===== config.mk =====
export PLATFORM = sky130hd
export DESIGN_NAME = servo_dispense_sequencer
export DESIGN_NICKNAME = d
export VERILOG_FILES = /design/src/rtl/sds_pkg.sv /design/src/rtl/servo_dispense_sequencer.sv /design/src/rtl/sds_ram.sv
export SDC_FILE = /design/constraint.sdc
export NUM_CORES = 1
export LEC_CHECK = 0
export BUFFER_PORTS_ARGS = -buffer_cell sky130_fd_sc_hd__buf_4
export CORE_AREA = 4 4 331 333
export CTS_CLUSTER_DIAMETER = 150
export DETAILED_ROUTE_END_ITERATION = 12
export DIE_AREA = 0 0 335 337
export SLEW_MARGIN = 40
export SYNTH_ARGS = -nofsm -noshare
export SYNTH_HDL_FRONTEND = slang
export SYNTH_HIERARCHICAL = 1
export SYNTH_SLANG_ARGS = --single-unit

===== constraint.sdc =====
create_clock -name clk -period 7.8 [get_ports clk]
set_input_delay 0 -clock clk [delete_from_list [all_inputs] [get_ports clk]]
set_output_delay 0 -clock clk [all_outputs]
set_load 0.05 [all_outputs]

===== src/rtl/sds_pkg.sv =====
// ----------------------------------------------------------------------------
// sds_pkg: servo dispense sequencer shared definitions
// Item codes, phase codes, register indexes, reset values, pulse width constants, entry and result types.
// ----------------------------------------------------------------------------
package sds_pkg;

	// item action codes
	typedef enum logic [1:0] {
		ACT_TICK          = 2'd0,
		ACT_WRITE         = 2'd1,
		ACT_START_DEFAULT = 2'd2,
		ACT_START_WEIGHT  = 2'd3
	} action_t;

	// dispense cycle phase codes
	typedef enum logic [1:0] {
		PH_IDLE = 2'd0,
		PH_OPEN = 2'd1,
		PH_WAIT = 2'd2
	} phase_t;

	// configuration register indexes
	localparam logic [2:0] REG_DEFAULT_PAUSE = 3'd0;
	localparam logic [2:0] REG_CYCLE_PERIOD  = 3'd1;
	localparam logic [2:0] REG_OPEN_ANGLE    = 3'd2;
	localparam logic [2:0] REG_CLOSE_ANGLE   = 3'd3;
	localparam logic [2:0] REG_ENTRY_COUNT   = 3'd4;

	// configuration reset values
	localparam logic [15:0] RST_DEFAULT_PAUSE = 16'd2000;
	localparam logic [15:0] RST_CYCLE_PERIOD  = 16'd0;
	localparam logic [7:0]  RST_OPEN_ANGLE    = 8'd180;
	localparam logic [7:0]  RST_CLOSE_ANGLE   = 8'd0;
	localparam logic [4:0]  RST_ENTRY_COUNT   = 5'd0;

	// pulse width conversion constants
	localparam longint unsigned US_MIN     = 500;
	localparam longint unsigned US_SPAN    = 2000;
	localparam longint unsigned ANGLE_SPAN = 180;
	localparam longint unsigned FRAME_US   = 1000000 / 50;
	localparam longint unsigned DUTY_MAX   = 16383;

	// calibration entry word: weight, angle, pause
	typedef struct packed {
		logic [15:0] weight;
		logic [7:0]  angle;
		logic [15:0] pause;
	} entry_t;

	// one result item
	typedef struct packed {
		logic [13:0] duty;
		phase_t      phase;
		logic        cycle_done;
		logic [3:0]  chosen_index;
		logic        used_default;
		logic        rejected;
	} res_t;

endpackage


===== src/rtl/servo_dispense_sequencer.sv =====
// ----------------------------------------------------------------------------
// servo_dispense_sequencer: servo dispense cycle control
// Tick driven open/hold/close/wait sequencer with a weight calibration table.
// ----------------------------------------------------------------------------
// Usage:
//   Items enter on item_valid/item_stall, one per action: tick, write entry,
//   start default cycle, start by weight. Every item yields exactly one result
//   item on result_valid/result_stall carrying duty, phase and status flags.
//   Registers are written on cfg_valid/cfg_ready (always ready); write them only
//   while idle, as the block itself does not enforce this.
// Flow:
//   Ticks, entry writes and default starts: the result passes the skid and
//   output registers; a new item is taken only once the skid register is empty.
//   Weighted start: the one comparator walks the table one entry per cycle
//   through the registered ram read (count limited to TABLE_DEPTH); item_stall
//   is high during the walk.
// Reset:
//   arst_n clears the registers to their defaults, the phase to idle and the
//   duty to the angle zero value. Table entries are undefined until written.
// Stall:
//   A result waits in the output register; one further item is taken and its
//   result held in a skid register, after which item_stall stays high.
// ----------------------------------------------------------------------------
module servo_dispense_sequencer import sds_pkg::*; #(
	parameter int TABLE_DEPTH = 16,
	parameter int DUTY_BITS   = 16
) (
	input  logic        clk,
	input  logic        arst_n,
	// item channel
	input  logic        item_valid,
	output logic        item_stall,
	input  logic [1:0]  action,
	input  logic [15:0] target_weight,
	input  logic [3:0]  entry_index,
	input  logic [15:0] entry_weight,
	input  logic [7:0]  entry_angle,
	input  logic [15:0] entry_pause,
	// result channel
	output logic        result_valid,
	input  logic        result_stall,
	output logic [13:0] duty,
	output logic [1:0]  phase,
	output logic        cycle_done,
	output logic [3:0]  chosen_index,
	output logic        used_default,
	output logic        rejected,
	// configuration write channel
	input  logic        cfg_valid,
	output logic        cfg_ready,
	input  logic [2:0]  cfg_index,
	input  logic [15:0] cfg_data
);

	localparam int AW = (TABLE_DEPTH > 1) ? $clog2(TABLE_DEPTH) : 1;
	localparam int CW = $clog2(TABLE_DEPTH + 1);
	localparam int EW = $bits(entry_t);
	localparam longint unsigned DUTY_RAW0 = (US_MIN << DUTY_BITS) / FRAME_US;
	localparam logic [13:0] DUTY_RESET = 14'((DUTY_RAW0 > DUTY_MAX) ? DUTY_MAX : DUTY_RAW0);

	typedef enum logic [1:0] {
		ST_IDLE,
		ST_SEARCH,
		ST_FINISH
	} state_t;

	// angle to duty lookup, built at elaboration
	logic [13:0] duty_tbl [256];
	for (genvar g = 0; g < 256; g++) begin : g_duty
		localparam longint unsigned US = longint'(g) * US_SPAN / ANGLE_SPAN + US_MIN;
		localparam longint unsigned RAW = (US << DUTY_BITS) / FRAME_US;
		assign duty_tbl[g] = 14'((RAW > DUTY_MAX) ? DUTY_MAX : RAW);
	end

	// control and state registers
	state_t          state_q;
	logic [15:0]     default_pause_q;
	logic [15:0]     period_q;
	logic [7:0]      open_angle_q;
	logic [7:0]      close_angle_q;
	logic [4:0]      entry_count_q;
	logic [13:0]     duty_q;
	phase_t          phase_q;
	logic [15:0]     wait_q;
	logic [AW-1:0]   last_choice_q;
	logic            default_flag_q;
	logic [15:0]     held_pause_q;
	// search registers
	logic [15:0]     target_q;
	logic [CW-1:0]   count_q;
	logic [CW-1:0]   rd_q;
	logic [AW-1:0]   last_idx_q;
	logic            issue_s1;
	logic [AW-1:0]   idx_s1;
	logic [15:0]     best_diff_q;
	logic [AW-1:0]   best_idx_q;
	logic [7:0]      best_angle_q;
	logic [15:0]     best_pause_q;
	// result skid and output registers
	res_t            res_q;
	logic            res_valid_q;
	res_t            out_q;
	logic            out_valid_q;

	// ram
	logic            ram_we;
	entry_t          ram_wdata;
	entry_t          ram_rdata;
	logic [EW-1:0]   ram_rdata_raw;

	// next state
	logic            item_take;
	logic            in_table;
	logic [CW-1:0]   count_c;
	logic [AW-1:0]   last_idx_c;
	logic [15:0]     wait_dec;
	logic [16:0]     cand_sub;
	logic [15:0]     cand_diff;
	logic            go_search;
	logic            step_en;
	logic            do_open;
	logic            do_close;
	logic [7:0]      open_angle_sel;
	logic [15:0]     open_pause;
	logic [15:0]     close_pause;
	logic [13:0]     nxt_duty;
	phase_t          nxt_phase;
	logic [15:0]     nxt_wait;
	logic [AW-1:0]   nxt_choice;
	logic            nxt_dflt;
	logic [15:0]     nxt_held;
	logic            nxt_done;
	logic            nxt_rej;

	assign item_stall = (state_q != ST_IDLE) || res_valid_q;
	assign item_take  = item_valid && !item_stall;
	assign cfg_ready  = 1'b1;

	// effective table count and write range check
	assign count_c    = (32'(entry_count_q) > TABLE_DEPTH) ? CW'(TABLE_DEPTH)
	                                                       : CW'(entry_count_q);
	assign last_idx_c = AW'(count_c - CW'(1));
	assign in_table   = 32'(entry_index) < TABLE_DEPTH;
	assign wait_dec   = (wait_q != 16'd0) ? wait_q - 16'd1 : 16'd0;

	// calibration table
	assign ram_wdata = '{weight: entry_weight, angle: entry_angle, pause: entry_pause};
	assign ram_rdata = entry_t'(ram_rdata_raw);

	sds_ram #(
		.WIDTH (EW),
		.DEPTH (TABLE_DEPTH)
	) u_table (
		.clk   (clk),
		.we    (ram_we),
		.waddr (AW'(entry_index)),
		.wdata (ram_wdata),
		.raddr (rd_q[AW-1:0]),
		.rdata (ram_rdata_raw)
	);

	// absolute weight difference of the entry being compared
	assign cand_sub  = {1'b0, target_q} - {1'b0, ram_rdata.weight};
	assign cand_diff = cand_sub[16] ? 16'(-cand_sub) : cand_sub[15:0];

	// item decode and cycle step
	always_comb begin
		nxt_duty       = duty_q;
		nxt_phase      = phase_q;
		nxt_wait       = wait_q;
		nxt_choice     = last_choice_q;
		nxt_dflt       = default_flag_q;
		nxt_held       = held_pause_q;
		nxt_done       = 1'b0;
		nxt_rej        = 1'b0;
		go_search      = 1'b0;
		ram_we         = 1'b0;
		do_open        = 1'b0;
		do_close       = 1'b0;
		open_angle_sel = open_angle_q;
		open_pause     = default_pause_q;
		close_pause    = 16'd0;

		priority if (state_q == ST_FINISH) begin
			do_open        = 1'b1;
			open_angle_sel = best_angle_q;
			open_pause     = best_pause_q;
			nxt_choice     = best_idx_q;
			nxt_dflt       = 1'b0;
			nxt_held       = best_pause_q;
		end else if (item_take) begin
			priority if (action == ACT_TICK) begin
				unique case (phase_q)
					PH_OPEN: begin
						nxt_wait = wait_dec;
						if (wait_dec == 16'd0) begin
							do_close    = 1'b1;
							close_pause = default_flag_q ? default_pause_q : held_pause_q;
						end
					end
					PH_WAIT: begin
						nxt_wait = wait_dec;
						if (wait_dec == 16'd0) begin
							nxt_phase = PH_IDLE;
							nxt_done  = 1'b1;
						end
					end
					default: begin
					end
				endcase
			end else if (phase_q != PH_IDLE) begin
				nxt_rej = 1'b1;
			end else if (action == ACT_WRITE) begin
				ram_we = in_table;
			end else if (action == ACT_START_DEFAULT || count_c == '0
			             || target_weight == 16'd0) begin
				do_open  = 1'b1;
				nxt_dflt = 1'b1;
			end else begin
				go_search = 1'b1;
			end
		end else begin
		end

		// drive open, or close at once on a zero pause
		if (do_open) begin
			nxt_duty = duty_tbl[open_angle_sel];
			if (open_pause == 16'd0) begin
				do_close    = 1'b1;
				close_pause = 16'd0;
			end else begin
				nxt_wait  = open_pause;
				nxt_phase = PH_OPEN;
			end
		end

		// drive close, then trailing wait or end of cycle
		if (do_close) begin
			nxt_duty = duty_tbl[close_angle_q];
			if (period_q > close_pause) begin
				nxt_wait  = period_q - close_pause;
				nxt_phase = PH_WAIT;
			end else begin
				nxt_wait  = 16'd0;
				nxt_phase = PH_IDLE;
				nxt_done  = 1'b1;
			end
		end
	end

	assign step_en = (state_q == ST_FINISH) || (item_take && !go_search);

	// sequencer, state and result registers
	always_ff @(posedge clk or negedge arst_n) begin
		if (!arst_n) begin
			state_q         <= ST_IDLE;
			default_pause_q <= RST_DEFAULT_PAUSE;
			period_q        <= RST_CYCLE_PERIOD;
			open_angle_q    <= RST_OPEN_ANGLE;
			close_angle_q   <= RST_CLOSE_ANGLE;
			entry_count_q   <= RST_ENTRY_COUNT;
			duty_q          <= DUTY_RESET;
			phase_q         <= PH_IDLE;
			wait_q          <= 16'd0;
			last_choice_q   <= '0;
			default_flag_q  <= 1'b0;
			rd_q            <= '0;
			issue_s1        <= 1'b0;
			res_valid_q     <= 1'b0;
			out_valid_q     <= 1'b0;
		end else begin
			// register writes
			if (cfg_valid && cfg_ready) begin
				unique case (cfg_index)
					REG_DEFAULT_PAUSE: default_pause_q <= cfg_data;
					REG_CYCLE_PERIOD:  period_q        <= cfg_data;
					REG_OPEN_ANGLE:    open_angle_q    <= cfg_data[7:0];
					REG_CLOSE_ANGLE:   close_angle_q   <= cfg_data[7:0];
					REG_ENTRY_COUNT:   entry_count_q   <= cfg_data[4:0];
					default: begin
					end
				endcase
			end

			// table walk
			unique case (state_q)
				ST_IDLE: begin
					if (go_search) begin
						state_q    <= ST_SEARCH;
						target_q   <= target_weight;
						count_q    <= count_c;
						last_idx_q <= last_idx_c;
						rd_q       <= '0;
						issue_s1   <= 1'b0;
					end
				end
				ST_SEARCH: begin
					// the read of the last entry is already issued when it is compared
					if (rd_q < count_q) begin
						issue_s1 <= 1'b1;
						idx_s1   <= rd_q[AW-1:0];
						rd_q     <= rd_q + CW'(1);
					end else begin
						issue_s1 <= 1'b0;
					end
					if (issue_s1) begin
						if (idx_s1 == '0 || cand_diff < best_diff_q) begin
							best_diff_q  <= cand_diff;
							best_idx_q   <= idx_s1;
							best_angle_q <= ram_rdata.angle;
							best_pause_q <= ram_rdata.pause;
						end
						if (idx_s1 == last_idx_q) begin
							state_q <= ST_FINISH;
						end
					end
				end
				ST_FINISH: begin
					state_q <= ST_IDLE;
				end
				default: begin
					state_q <= ST_IDLE;
				end
			endcase

			// cycle state update and result capture
			if (step_en) begin
				duty_q         <= nxt_duty;
				phase_q        <= nxt_phase;
				wait_q         <= nxt_wait;
				last_choice_q  <= nxt_choice;
				default_flag_q <= nxt_dflt;
				held_pause_q   <= nxt_held;
				res_q          <= '{duty: nxt_duty, phase: nxt_phase, cycle_done: nxt_done,
				                    chosen_index: 4'(nxt_choice), used_default: nxt_dflt,
				                    rejected: nxt_rej};
				res_valid_q    <= 1'b1;
			end

			// output register fed from the skid register
			if (res_valid_q && (!out_valid_q || !result_stall)) begin
				out_q       <= res_q;
				out_valid_q <= 1'b1;
				res_valid_q <= 1'b0;
			end else if (out_valid_q && !result_stall) begin
				out_valid_q <= 1'b0;
			end
		end
	end

	assign result_valid = out_valid_q;
	assign duty         = out_q.duty;
	assign phase        = out_q.phase;
	assign cycle_done   = out_q.cycle_done;
	assign chosen_index = out_q.chosen_index;
	assign used_default = out_q.used_default;
	assign rejected     = out_q.rejected;

	// an active phase always has ticks left to count
	a_phase_wait: assert property (@(posedge clk) disable iff (!arst_n)
		(phase_q == PH_IDLE) == (wait_q == 16'd0))
		else $error("phase and wait counter disagree");

	// no result is produced while the table walk runs
	a_search_quiet: assert property (@(posedge clk) disable iff (!arst_n)
		(state_q == ST_SEARCH) |-> !res_valid_q)
		else $error("result produced during table walk");

	// the chosen entry lies within the searched range
	a_best_range: assert property (@(posedge clk) disable iff (!arst_n)
		(state_q == ST_FINISH) |-> (best_idx_q <= last_idx_q))
		else $error("chosen entry beyond searched count");

	// a rejected item leaves a cycle running
	a_reject_busy: assert property (@(posedge clk) disable iff (!arst_n)
		(out_valid_q && out_q.rejected) |-> (out_q.phase != PH_IDLE))
		else $error("rejection reported while idle");

endmodule


===== src/rtl/sds_ram.sv =====
// ----------------------------------------------------------------------------
// sds_ram: generic simple dual port ram
// One write port and one read port, read data registered.
// ----------------------------------------------------------------------------
module sds_ram #(
	parameter int WIDTH = 40,
	parameter int DEPTH = 16,
	localparam int AW = (DEPTH > 1) ? $clog2(DEPTH) : 1
) (
	input  logic             clk,
	input  logic             we,
	input  logic [AW-1:0]    waddr,
	input  logic [WIDTH-1:0] wdata,
	input  logic [AW-1:0]    raddr,
	output logic [WIDTH-1:0] rdata
);

	logic [WIDTH-1:0] mem_q [DEPTH];
	logic [WIDTH-1:0] rdata_q;

	// write port and registered read port
	always_ff @(posedge clk) begin
		if (we) begin
			mem_q[waddr] <= wdata;
		end
		rdata_q <= mem_q[raddr];
	end

	assign rdata = rdata_q;

endmodule

==> metrics.yaml <==
status:
  status: "finished, final reports clean"
drt:
  drtIter0Drc: 2742
  routed_wl_um: 109000
  post_drt_wl_per_cell_um: 23.0
  ant_nets: 0
  drcViolationCount: 0
  vias_per_cell: 5.83
  drt-pass1-iter-count: 6
  via_count: 27600
logic_synthesis:
  synthCells: 3115
  synth_async_sr_flop_share_pct: 10.9
  synth_edf_count: 775
  yosys_warnings: 6
  yosysSeqAreaShare_pct: 61.2
  synthFlopType: "edfxtp_1"
  ys_types: 97
  syn_area_per_cell_um2: 13.9
  synth_nets: 3294
  syn_area_um2: 43500
  synth_seq_cells: 915
job:
  cap_viol_max_count: 0
grt:
  grt_max_degree: 82
  grt_util_all_layers_pct: 19.0
  antenna_found_initial: 7
  grt_pass1_wl_um: 166000
  grt_pass1_vias: 26800
  overflow: 0
finish:
  final_common_cell: "edfxtp_1"
  largest_reg_flops: 640
  regMostFlops: "u_table/mem_q"
  final_area_um2: 49800
  fillCellCount: 9305
  post-route-util_pct: 46.7
  fin_nets: 3436
  final_cell_mix: "775 x edfxtp_1, 254 x nand2_1, 161 x nor2_1, 159 x buf_4, 154 x o21ai_0"
  syn_to_final_growth_pct: 14.6
  stdcell_count: 4742
  layout-drive-gt1-share_pct: 17.9
clock_tree:
  cts_root_buf: "clkbuf_16"
  clkTransAtPathRegs_ns: 0.06
  cts_buffers: 93
  clock_sinks: 915
  cts_max_level: 3
  ctsResizeCount: 0
  insertion_delay_ns: 0.66
  cts_tree: "done"
  cts_buffer_depth: 3
power_and_ir_drop:
  peakVddDrop_uv: 208
  p_int_w: 0.0105
  seq_power_share_pct: 39.5
  leakage_nw: 17.1
  comb_power_share_pct: 32.1
  p_per_area_nw_per_um2: 317
  switching_share_pct: 33.3
  p_clk_share_pct: 28.4
  p_switching_w: 0.00524
place:
  gp_congestion: 0.896
  post-dp-hpwl_um: 65300
  port_buffers: 110
  place_area_um2: 45700
  place_inst: 4476
worst_hold_path:
  min_from: "target_weight[11]"
  hold_path_class: "input pin to flop"
  holdPathEnd: "target_q[11]"
  holdPathStages: 2
sta:
  grt_setup_unrepaired: "no"
  setup_viol: 0
  fmax_mhz: 162
  tns_ns: 0
  clock_skew_ns: 0.0395
  relSlewSlack_pct: 42.1
  period_needed_ns: 6.16
  finalCritPeriodShare_pct: 79.0
  tightest_slew_ns: 0.865
  slew_viol_final: 0
  hold_viol: 0
floorplanning:
  ioPinCount: 112
  rows: 120
  die-area_um2: 113000
  die_x_um: 335
  start_util_pct: 40.8
  die_height_um: 337
  core_um2: 107000
setup_path:
  reg2reg_slack_ns: 1.64
  r2r_end: "wait_q[6]"
  cp.arrival_ns: 6.67
  end_kind: "flop"
  path_max_fanout: 17
  critPathRequiredTime_ns: 8.31
  r2r.worst_path.cells: 20
  rr_startpoint: "wait_q[0]"
  worst_setup_path_start_kind: "flop"
  setup.worst_path.class: "flop to flop"
## synthesized netlist by cell type (16+ instances only)
library cell,instances,area share (%)
a211oi_1,49,0.85
a21o_1,20,0.35
a21oi_1,148,1.7
a221oi_1,16,0.32
a22oi_1,82,1.4
a311oi_1,22,0.44
a31oi_1,43,0.62
buf_1,23,0.20
buf_2,62,0.71
clkbuf_1,109,0.94
dfrtp_1,84,4.8
dfstp_2,16,0.97
dfxtp_1,40,1.8
edfxtp_1,775,54
ha_1,91,2.6
inv_1,83,0.72
mux2_2,82,2.1
mux2i_1,45,1.0
mux4_1,60,3.6
mux4_2,110,5.7
nand2_1,254,2.2
nand2b_1,25,0.36
nand3_1,47,0.54
nor2_1,175,1.5
nor2b_1,21,0.30
nor3_1,61,0.70
nor4_1,18,0.26
o211ai_1,42,0.73
o21a_1,18,0.31
o21ai_0,155,1.8
o31ai_1,21,0.36
or3_1,17,0.24
xnor2_1,28,0.56
xor2_1,21,0.42
## routing by layer
metal	GRT usage (%)	vias up	wire length, um
met3	3.01	165	6860
met5	0	-	40
met4	4.92	6	2610
met1	26.8	13900	47700
met2	31.1	956	52100
li1	-	12600	-
## kinds of logic after synthesis
group,after synthesis,synth area share [%]
xor gates and xnor gates,49,0.988
other,1,0.00863
muxes,299,12.6
and+or+nand+nor,717,7.88
DFF,915,61.2
adders and majority gates,94,2.74
AOI/OAI and AO/OA,742,11.4
buffers and inverters,298,3.23
## stage by stage
stage               hold WS, ns  setup WS [ns]  total power (W)
finish                   0.0751           1.64           0.0158
global route             0.0400           1.30           0.0166
CTS                      0.0317           1.64           0.0158
detailed placement      0.00605           1.69           0.0113
global placement        0.00349           1.89           0.0113
floorplan                -0.296           1.94          0.00998
## critical path, cell delays in order, from the launching register on
cell and delay (ns):
dfrtp_1 0.40, inv_1 0.08, ha_1 0.27, or4b_4 0.55, nor4_4 0.31, mux2_2 0.38, nor2_1 0.16, and4bb_1 0.30
and3_1 0.64, nor2b_1 0.23, ha_1 0.22, fa_1 0.22, nor2b_1 0.06, o21a_1 0.17, o21a_1 0.20, o21a_1 0.26
a2111o_1 0.40, and2_1 0.16, o31ai_1 0.50, inv_1 0.21, a32o_1 0.29
## worst max-delay path by stage
stage                            to        start  slack [ns]
global route              wait_q[6]    wait_q[0]        1.30
detailed placement        wait_q[6]    wait_q[0]        1.69
CTS                       wait_q[6]    wait_q[0]        1.64
floorplan           best_angle_q[0]  target_q[0]        1.94
finish                    wait_q[6]    wait_q[0]        1.64
global placement          wait_q[3]    wait_q[0]        1.89
## cell type report
cell class,count,area (um2),share of cell area [%]
antenna,3,7.51,0.0151
clock buffer,128,2610,5.25
clock inverter,46,504,1.01
inverter,87,327,0.656
multi-input combinational,1902,15700,31.6
sequential,915,26600,53.5
tap,1403,1760,3.53
timing repair buffer,258,2250,4.53
## power by group through the flow
stage                     clock network, W  registers [W]  logic (W)
after floorplan                          0        0.00617    0.00381
after CTS                          0.00457        0.00622    0.00506
final                              0.00447        0.00622    0.00507
after global routing               0.00479        0.00627    0.00558
after detailed placement                 0        0.00632    0.00499
after global placement                   0        0.00633    0.00493
## timing repair
item	in CTS	in global routing
setup buffers	0	0
endpoints found under the hold margin	829	0
hold buffers	88	0
setup endpoints to repair	0	0
Note: power is estimated with default switching activity, not from simulation.
